$ cat config.mk
export PLATFORM = sky130hd
export DESIGN_NAME = dram_open_page_bank_tracker_unit
export DESIGN_NICKNAME = d
export VERILOG_FILES = /design/src/sv/dopbt_pkg.sv /design/src/sv/dram_open_page_bank_tracker_unit.sv
export SDC_FILE = /design/constraint.sdc
export NUM_CORES = 1
export LEC_CHECK = 0
export ABC_AREA = 1
export BUFFER_PORTS_ARGS = -buffer_cell sky130_fd_sc_hd__buf_2
export CAP_MARGIN = 0
export CORE_MARGIN = 2
export CORE_UTILIZATION = 40
export DETAILED_ROUTE_END_ITERATION = 6
export PLACE_DENSITY = 0.65
export REMOVE_ABC_BUFFERS = 1
export SKIP_CTS_REPAIR_TIMING = 1
export SYNTH_ARGS = -nofsm -noshare
export SYNTH_HDL_FRONTEND = slang
export SYNTH_SLANG_ARGS = --single-unit
$ cat constraint.sdc
create_clock -name i_clk -period 2.8 [get_ports i_clk]
set_input_delay 0.42 -clock i_clk [delete_from_list [all_inputs] [get_ports i_clk]]
set_output_delay 0.42 -clock i_clk [all_outputs]
set_load 0.02 [all_outputs]
$ cat src/sv/dopbt_pkg.sv
// shared types, constants and helpers for the dram open page bank tracker
// no dependencies
`default_nettype none

package dopbt_pkg;

    localparam int COL_BITS     = 8;
    localparam int ROW_BITS     = 4;
    localparam int BANK_BITS    = 1;
    localparam int RANK_BITS    = 1;
    localparam int CHANNEL_BITS = 1;

    localparam int COL_LSB  = 0;
    localparam int ROW_LSB  = COL_LSB + COL_BITS;
    localparam int BANK_LSB = ROW_LSB + ROW_BITS;
    localparam int RANK_LSB = BANK_LSB + BANK_BITS;
    localparam int CH_LSB   = RANK_LSB + RANK_BITS;

    localparam int ADDR_BITS = CH_LSB + CHANNEL_BITS;
    localparam int SEL_BITS  = BANK_BITS + RANK_BITS + CHANNEL_BITS;
    localparam int NUM_BUFS  = 1 << SEL_BITS;
    localparam int LAT_BITS  = 10;
    localparam int CNT_BITS  = 32;

    localparam int S_TDATA_W = ((ADDR_BITS + 7) / 8) * 8;
    localparam int M_FIELD_W = ADDR_BITS + LAT_BITS + 4 * CNT_BITS;
    localparam int M_TDATA_W = ((M_FIELD_W + 7) / 8) * 8;
    localparam int M_PAD_W   = M_TDATA_W - M_FIELD_W;

    localparam int PADDR_W = 3;
    localparam int PDATA_W = 32;

    localparam logic [LAT_BITS-1:0] HIT_LAT_RST  = 10'd50;
    localparam logic [LAT_BITS-1:0] MISS_LAT_RST = 10'd600;

    typedef logic [CNT_BITS-1:0] t_cnt;

    typedef enum logic [0:0] {
        REG_HIT_LAT  = 1'b0,
        REG_MISS_LAT = 1'b1
    } t_reg_idx;

    function automatic t_cnt sat_inc(input t_cnt v);
        return (v == '1) ? v : v + t_cnt'(1);
    endfunction

endpackage

`default_nettype wire

$ cat src/sv/dram_open_page_bank_tracker_unit.sv
// Open-page row buffer tracker: classifies each request as page hit or miss per bank
// and keeps saturating hit, miss, read and write totals. One request is accepted per
// clock while the slave side is not back-pressured; its result is shown on the master side
// at the edge where it moves from the input register into the result register (two
// register stages, with the row buffer file and totals updated as the result register
// loads). A stalled master side holds the result and back-pressures the slave side only
// once both stages are full. Row buffers and totals clear at reset; latencies reset to
// 50 and 600.
// depends on dopbt_pkg
`default_nettype none

module dram_open_page_bank_tracker_unit (
    input  wire                               i_clk,
    input  wire                               i_rst_n,
    // config port
    input  wire                               psel,
    input  wire                               penable,
    input  wire                               pwrite,
    input  wire  [dopbt_pkg::PADDR_W-1:0]     paddr,
    input  wire  [dopbt_pkg::PDATA_W-1:0]     pwdata,
    output logic [dopbt_pkg::PDATA_W-1:0]     prdata,
    output logic                              pready,
    // request stream
    input  wire                               s_axis_tvalid,
    output logic                              s_axis_tready,
    // req_address, zero pad
    input  wire  [dopbt_pkg::S_TDATA_W-1:0]   s_axis_tdata,
    // is_write
    input  wire                               s_axis_tuser,
    // result stream
    output logic                              m_axis_tvalid,
    input  wire                               m_axis_tready,
    // channel_index, rank_index, bank_index, row_index, column_index, access_latency,
    // hit_total, miss_total, read_total, write_total, zero pad
    output logic [dopbt_pkg::M_TDATA_W-1:0]   m_axis_tdata,
    // page_hit
    output logic                              m_axis_tuser
);
    import dopbt_pkg::*;

    logic [LAT_BITS-1:0]  r_hit_lat, r_miss_lat;
    t_reg_idx             reg_idx;
    logic                 cfg_wr;

    logic                 r_s1_valid;
    logic [ADDR_BITS-1:0] r_s1_addr;
    logic                 r_s1_wr;

    logic [ROW_BITS-1:0]  r_open_row [NUM_BUFS];
    logic [NUM_BUFS-1:0]  r_row_vld;

    logic                 r_m_valid;
    logic [ADDR_BITS-1:0] r_m_addr;
    logic                 r_m_hit;
    logic [LAT_BITS-1:0]  r_m_lat;

    t_cnt r_hit_cnt, r_miss_cnt, r_rd_cnt, r_wr_cnt;
    t_cnt n_hit_cnt, n_miss_cnt, n_rd_cnt, n_wr_cnt;

    logic                 adv;
    logic [SEL_BITS-1:0]  sel;
    logic [ROW_BITS-1:0]  row;
    logic                 hit;

    // config registers
    assign pready  = 1'b1;
    assign reg_idx = t_reg_idx'(paddr[2]);
    assign cfg_wr  = psel && penable && pwrite && pready;

    always_ff @(posedge i_clk) begin
        if (!i_rst_n) begin
            r_hit_lat  <= HIT_LAT_RST;
            r_miss_lat <= MISS_LAT_RST;
        end else if (cfg_wr) begin
            case (reg_idx)
                REG_HIT_LAT:  r_hit_lat  <= pwdata[LAT_BITS-1:0];
                REG_MISS_LAT: r_miss_lat <= pwdata[LAT_BITS-1:0];
                default: ;
            endcase
        end
    end

    always_comb begin
        case (reg_idx)
            REG_HIT_LAT:  prdata = PDATA_W'(r_hit_lat);
            REG_MISS_LAT: prdata = PDATA_W'(r_miss_lat);
            default:      prdata = '0;
        endcase
    end

    // handshake
    assign adv           = !r_m_valid || m_axis_tready;
    assign s_axis_tready = !r_s1_valid || adv;

    // input register
    always_ff @(posedge i_clk) begin
        if (!i_rst_n) begin
            r_s1_valid <= 1'b0;
        end else if (s_axis_tready) begin
            r_s1_valid <= s_axis_tvalid;
        end
    end

    always_ff @(posedge i_clk) begin
        if (s_axis_tready && s_axis_tvalid) begin
            r_s1_addr <= s_axis_tdata[ADDR_BITS-1:0];
            r_s1_wr   <= s_axis_tuser;
        end
    end

    // row buffer lookup
    assign sel = r_s1_addr[ADDR_BITS-1:BANK_LSB];
    assign row = r_s1_addr[ROW_LSB +: ROW_BITS];
    assign hit = r_row_vld[sel] && (r_open_row[sel] == row);

    always_comb begin
        n_hit_cnt  = hit ? sat_inc(r_hit_cnt) : r_hit_cnt;
        n_miss_cnt = hit ? r_miss_cnt : sat_inc(r_miss_cnt);
        n_rd_cnt   = r_s1_wr ? r_rd_cnt : sat_inc(r_rd_cnt);
        n_wr_cnt   = r_s1_wr ? sat_inc(r_wr_cnt) : r_wr_cnt;
    end

    // row buffer file, totals and valid
    always_ff @(posedge i_clk) begin
        if (!i_rst_n) begin
            r_row_vld  <= '0;
            r_m_valid  <= 1'b0;
            r_hit_cnt  <= '0;
            r_miss_cnt <= '0;
            r_rd_cnt   <= '0;
            r_wr_cnt   <= '0;
        end else if (adv) begin
            r_m_valid <= r_s1_valid;
            if (r_s1_valid) begin
                r_hit_cnt  <= n_hit_cnt;
                r_miss_cnt <= n_miss_cnt;
                r_rd_cnt   <= n_rd_cnt;
                r_wr_cnt   <= n_wr_cnt;
                if (!hit) begin
                    r_row_vld[sel] <= 1'b1;
                end
            end
        end
    end

    // payload registers
    always_ff @(posedge i_clk) begin
        if (adv && r_s1_valid) begin
            r_m_addr <= r_s1_addr;
            r_m_hit  <= hit;
            r_m_lat  <= hit ? r_hit_lat : r_miss_lat;
            if (!hit) begin
                r_open_row[sel] <= row;
            end
        end
    end

    // result
    assign m_axis_tvalid = r_m_valid;
    assign m_axis_tuser  = r_m_hit;
    assign m_axis_tdata  = {
        {M_PAD_W{1'b0}},
        r_wr_cnt, r_rd_cnt, r_miss_cnt, r_hit_cnt,
        r_m_lat,
        r_m_addr[COL_LSB +: COL_BITS],
        r_m_addr[ROW_LSB +: ROW_BITS],
        r_m_addr[BANK_LSB +: BANK_BITS],
        r_m_addr[RANK_LSB +: RANK_BITS],
        r_m_addr[CH_LSB +: CHANNEL_BITS]
    };

endmodule

`default_nettype wire

==> impl_results.md <==
- Outcome: finished, final reports clean
- Switching power: 1790 uW
- Clk pwr share: 0.485
- PortBufs: just under 200
- Routability congestion estimate: approximately 0.92
- Max-slew violations: 0
- Drt pass-1 iters: 5
- Gr ovfl total: 0
- Leak pwr: 0.00594 uW
- Crit Path Max Fanout: 21
- Synth area leader: dfxtp_1
- Number of global-route vias before repair: 10500
- Die Height: approximately 180 um
- Clock-pin slew on the worst setup and hold paths: roughly 0.06 ns
- Least-Margin Pin Slew: 0.976 ns
- Seq/Total Area, Yosys: 0.452
- Synth Register Bits: 235
- CTS Sinks: 235
- CP max stage delay: roughly 0.50 ns
- Synth-to-Final Area Change: 18.8%
- Worst rel slew slack: 0.349
- Vias per cell: ~5.1
- Root buffer cell: clkbuf_16
- Post-synth EDFFs: 74
- First-pass GRT wire length: 52500 um
- Critical path class: reg -> reg
- Commonest non-fill, non-tap cells in the layout: nand2_1, buf_2, inv_1, nor2_1, dfxtp_1
- Max cap viols: 0
- Share of the synthesized area in the top cell type: 0.268
- WL/cell: 14.6 um
- Starting density of the core: 0.406
- CP startpoint kind: flip-flop
- CP endpoint kind: flip-flop
- Ports: ~260
- Max Fclk: about 400 MHz
- Initial antenna violation count: 7
- CTS Buffer Depth: 3
- Die area: 0.0315 mm^2
- Total Routing Usage GR: 0.203
- Clk_skew: 0.0168 ns
- Syn. warnings: 0
- Core area: 0.0296 mm^2
- Final ANT Viol Nets: 0
- Pint: 6070 uW
- Routed via count: 11400
- Asr flop ratio synth: 0
- CTS tree: yes
- Worst path cell trace: inv_2 -> nand2_1 -> nand3_1 -> nand3_1 -> nand2_1 -> nand2_1 -> inv_1 -> nor2_2 -> nand3_4 -> inv_4 -> buf_4 -> nand3_1 -> a21oi_1
- Syn_area_per_cell: 7.32 um^2
- Number of buffers created by CTS: 28
- Layout Cells excl Fill: 2256
- Sequential power share: 0.461
- Tmin final: 2.47 ns
- Worst-Skew Late Latency: 0.54 ns
- Most common cell after layout, fill and taps aside: nand2_1
- Gate Count Post-Synth: about 1600
- Maximum VDD drop: 0.000490 V
- Slowest-stage cell, CP: dfxtp_1
- Worst path arrival time: about 2.9 ns
- Period utilization: 0.884
- Pwr/cell area: roughly 550 mW/mm^2
- Synthesized cell area: 0.0120 mm^2
- Yosys cell types: 36
- Pre-CTS WS: roughly 0.18 ns
- Placed Cells: 2201
- Share of cells above drive strength 1: 0.152
- # setup viols final: 0
- RSZ-0062 raised after global routing: no
- Routed wire length: 33000 um
- Starting DRT DRC Count: about 710
- Sw Share: 0.228
- Final hold violation count: 0
- Total Nets Final: 1904
- Power share of the combinational group: 0.054
- # DRC: 0
- Die X-Extent: 177 um
- FP Rows: 63
- Critical Path RT: roughly 3.2 ns
- Most area-consuming cells after synthesis: dfxtp_1, edfxtp_1, nand2_1
- Largest net degree at the start of global routing: 59
- Top FF cell, synth: dfxtp_1
- Worst min path class: in -> reg
- H-Tree Depth: 1
- Post-DP HPWL: 23500 um
- Post-layout worst setup margin: 0.326 ns
synth_stat cells, types with 4 or more instances:
master,instances
inv_1,187
nand4_1,63
xor2_1,40
nand3_1,137
nor2_1,181
nor4_1,16
o21ai_0,67
buf_2,18
nand3b_1,6
nand2_1,395
nor3_1,64
o21ai_1,4
ha_1,4
dfxtp_1,161
xnor2_1,15
buf_4,33
buf_6,5
edfxtp_1,74
nor3b_1,7
clkbuf_1,29
inv_2,5
a21oi_1,108
power by group through the flow:
stage	clock network, uW	registers (uW)	logic, uW
final	3810	3630	423
after global routing	4060	3630	471
after CTS	3920	3630	424
after detailed placement	0	3700	422
after global placement	0	3700	416
after floorplan	0	3710	229
registers in the layout, summed over array words and instances (netlist names), named ones only:
| register | cells |
|---|---|
| r_hit_cnt | 32 |
| r_row_vld | 8 |
| r_m_addr | 15 |
| r_hit_lat | 10 |
| r_s1_addr | 15 |
| m_axis_tvalid | 1 |
| r_miss_lat | 10 |
| r_s1_wr | 1 |
| r_open_row | 32 |
| m_axis_tuser | 1 |
| r_wr_cnt | 32 |
| r_m_lat | 10 |
| r_s1_valid | 1 |
| r_rd_cnt | 32 |
| r_miss_cnt | 32 |
final timing paths:
check / from / cells past startpoint / slack, ns / to
max: flip-flop / 13 / 0.33 / r_hit_cnt[8]
min: s_axis_tdata[6] / 1 / 0.06 / r_s1_addr[6]
max reg2reg: flip-flop / 13 / 0.33 / r_hit_cnt[8]
min reg2reg: r_s1_addr[2] / 0 / 0.41 / r_m_addr[2]
worst max-delay path, delay by kind of cell, from the launching register on:
| family | cells | cell delay (ns) |
|---|---|---|
| flops | 1 | 0.50 |
| buf+inv | 4 | 0.81 |
| compound gates | 1 | 0.16 |
| simple gates | 8 | 0.89 |
final cells by class:
class	count	area (um^2)
Antenna cell	4	10.0
Timing Repair Buffer	225	1190
Clock buffer	39	773
Fill cell	3069	15300
Tap cell	390	488
Multi-Input combinational cell	1157	5470
Inverter	194	732
Clock inverter	12	191
Sequential cell	235	5450
per-layer routing:
layer / global-route usage / up-vias / share of wire
met2: 0.330 / 354 / 0.45
li1: - / 5736 / -
met3: 0.0514 / 66 / 0.075
met5: 0 / - / 0.0014
met1: 0.267 / 5243 / 0.45
met4: 0.0574 / 6 / 0.024
through the flow:
step | area [um^2] | utilization | setup TNS [ns] | hold WS [ns] | power (uW)
2_1_floorplan | 11600 | - | -119.09 | 0.400 | 3940
3_3_place_gp | 13300 | 0.450 | 0 | 0.404 | 4110
3_5_place_dp | 13300 | 0.450 | 0 | 0.405 | 4120
4_1_cts | 14300 | 0.482 | 0 | 0.0371 | 7970
5_1_grt | 14300 | 0.482 | 0 | 0.0367 | 8160
6_report | 14300 | 0.483 | 0 | 0.0595 | 7860
logic make-up (layout without fill, tap and decap cells):
family,count (synthesis),count (layout),synth area share
compound gates,186,186,0.0790
fa+ha+maj,4,4,0.00416
simple gates,882,882,0.321
xor+xnor,55,55,0.0400
flops,235,235,0.452
buf+inv,280,470,0.103
other cells,2,34,0.000624
Power figures use the tool's default switching activity.
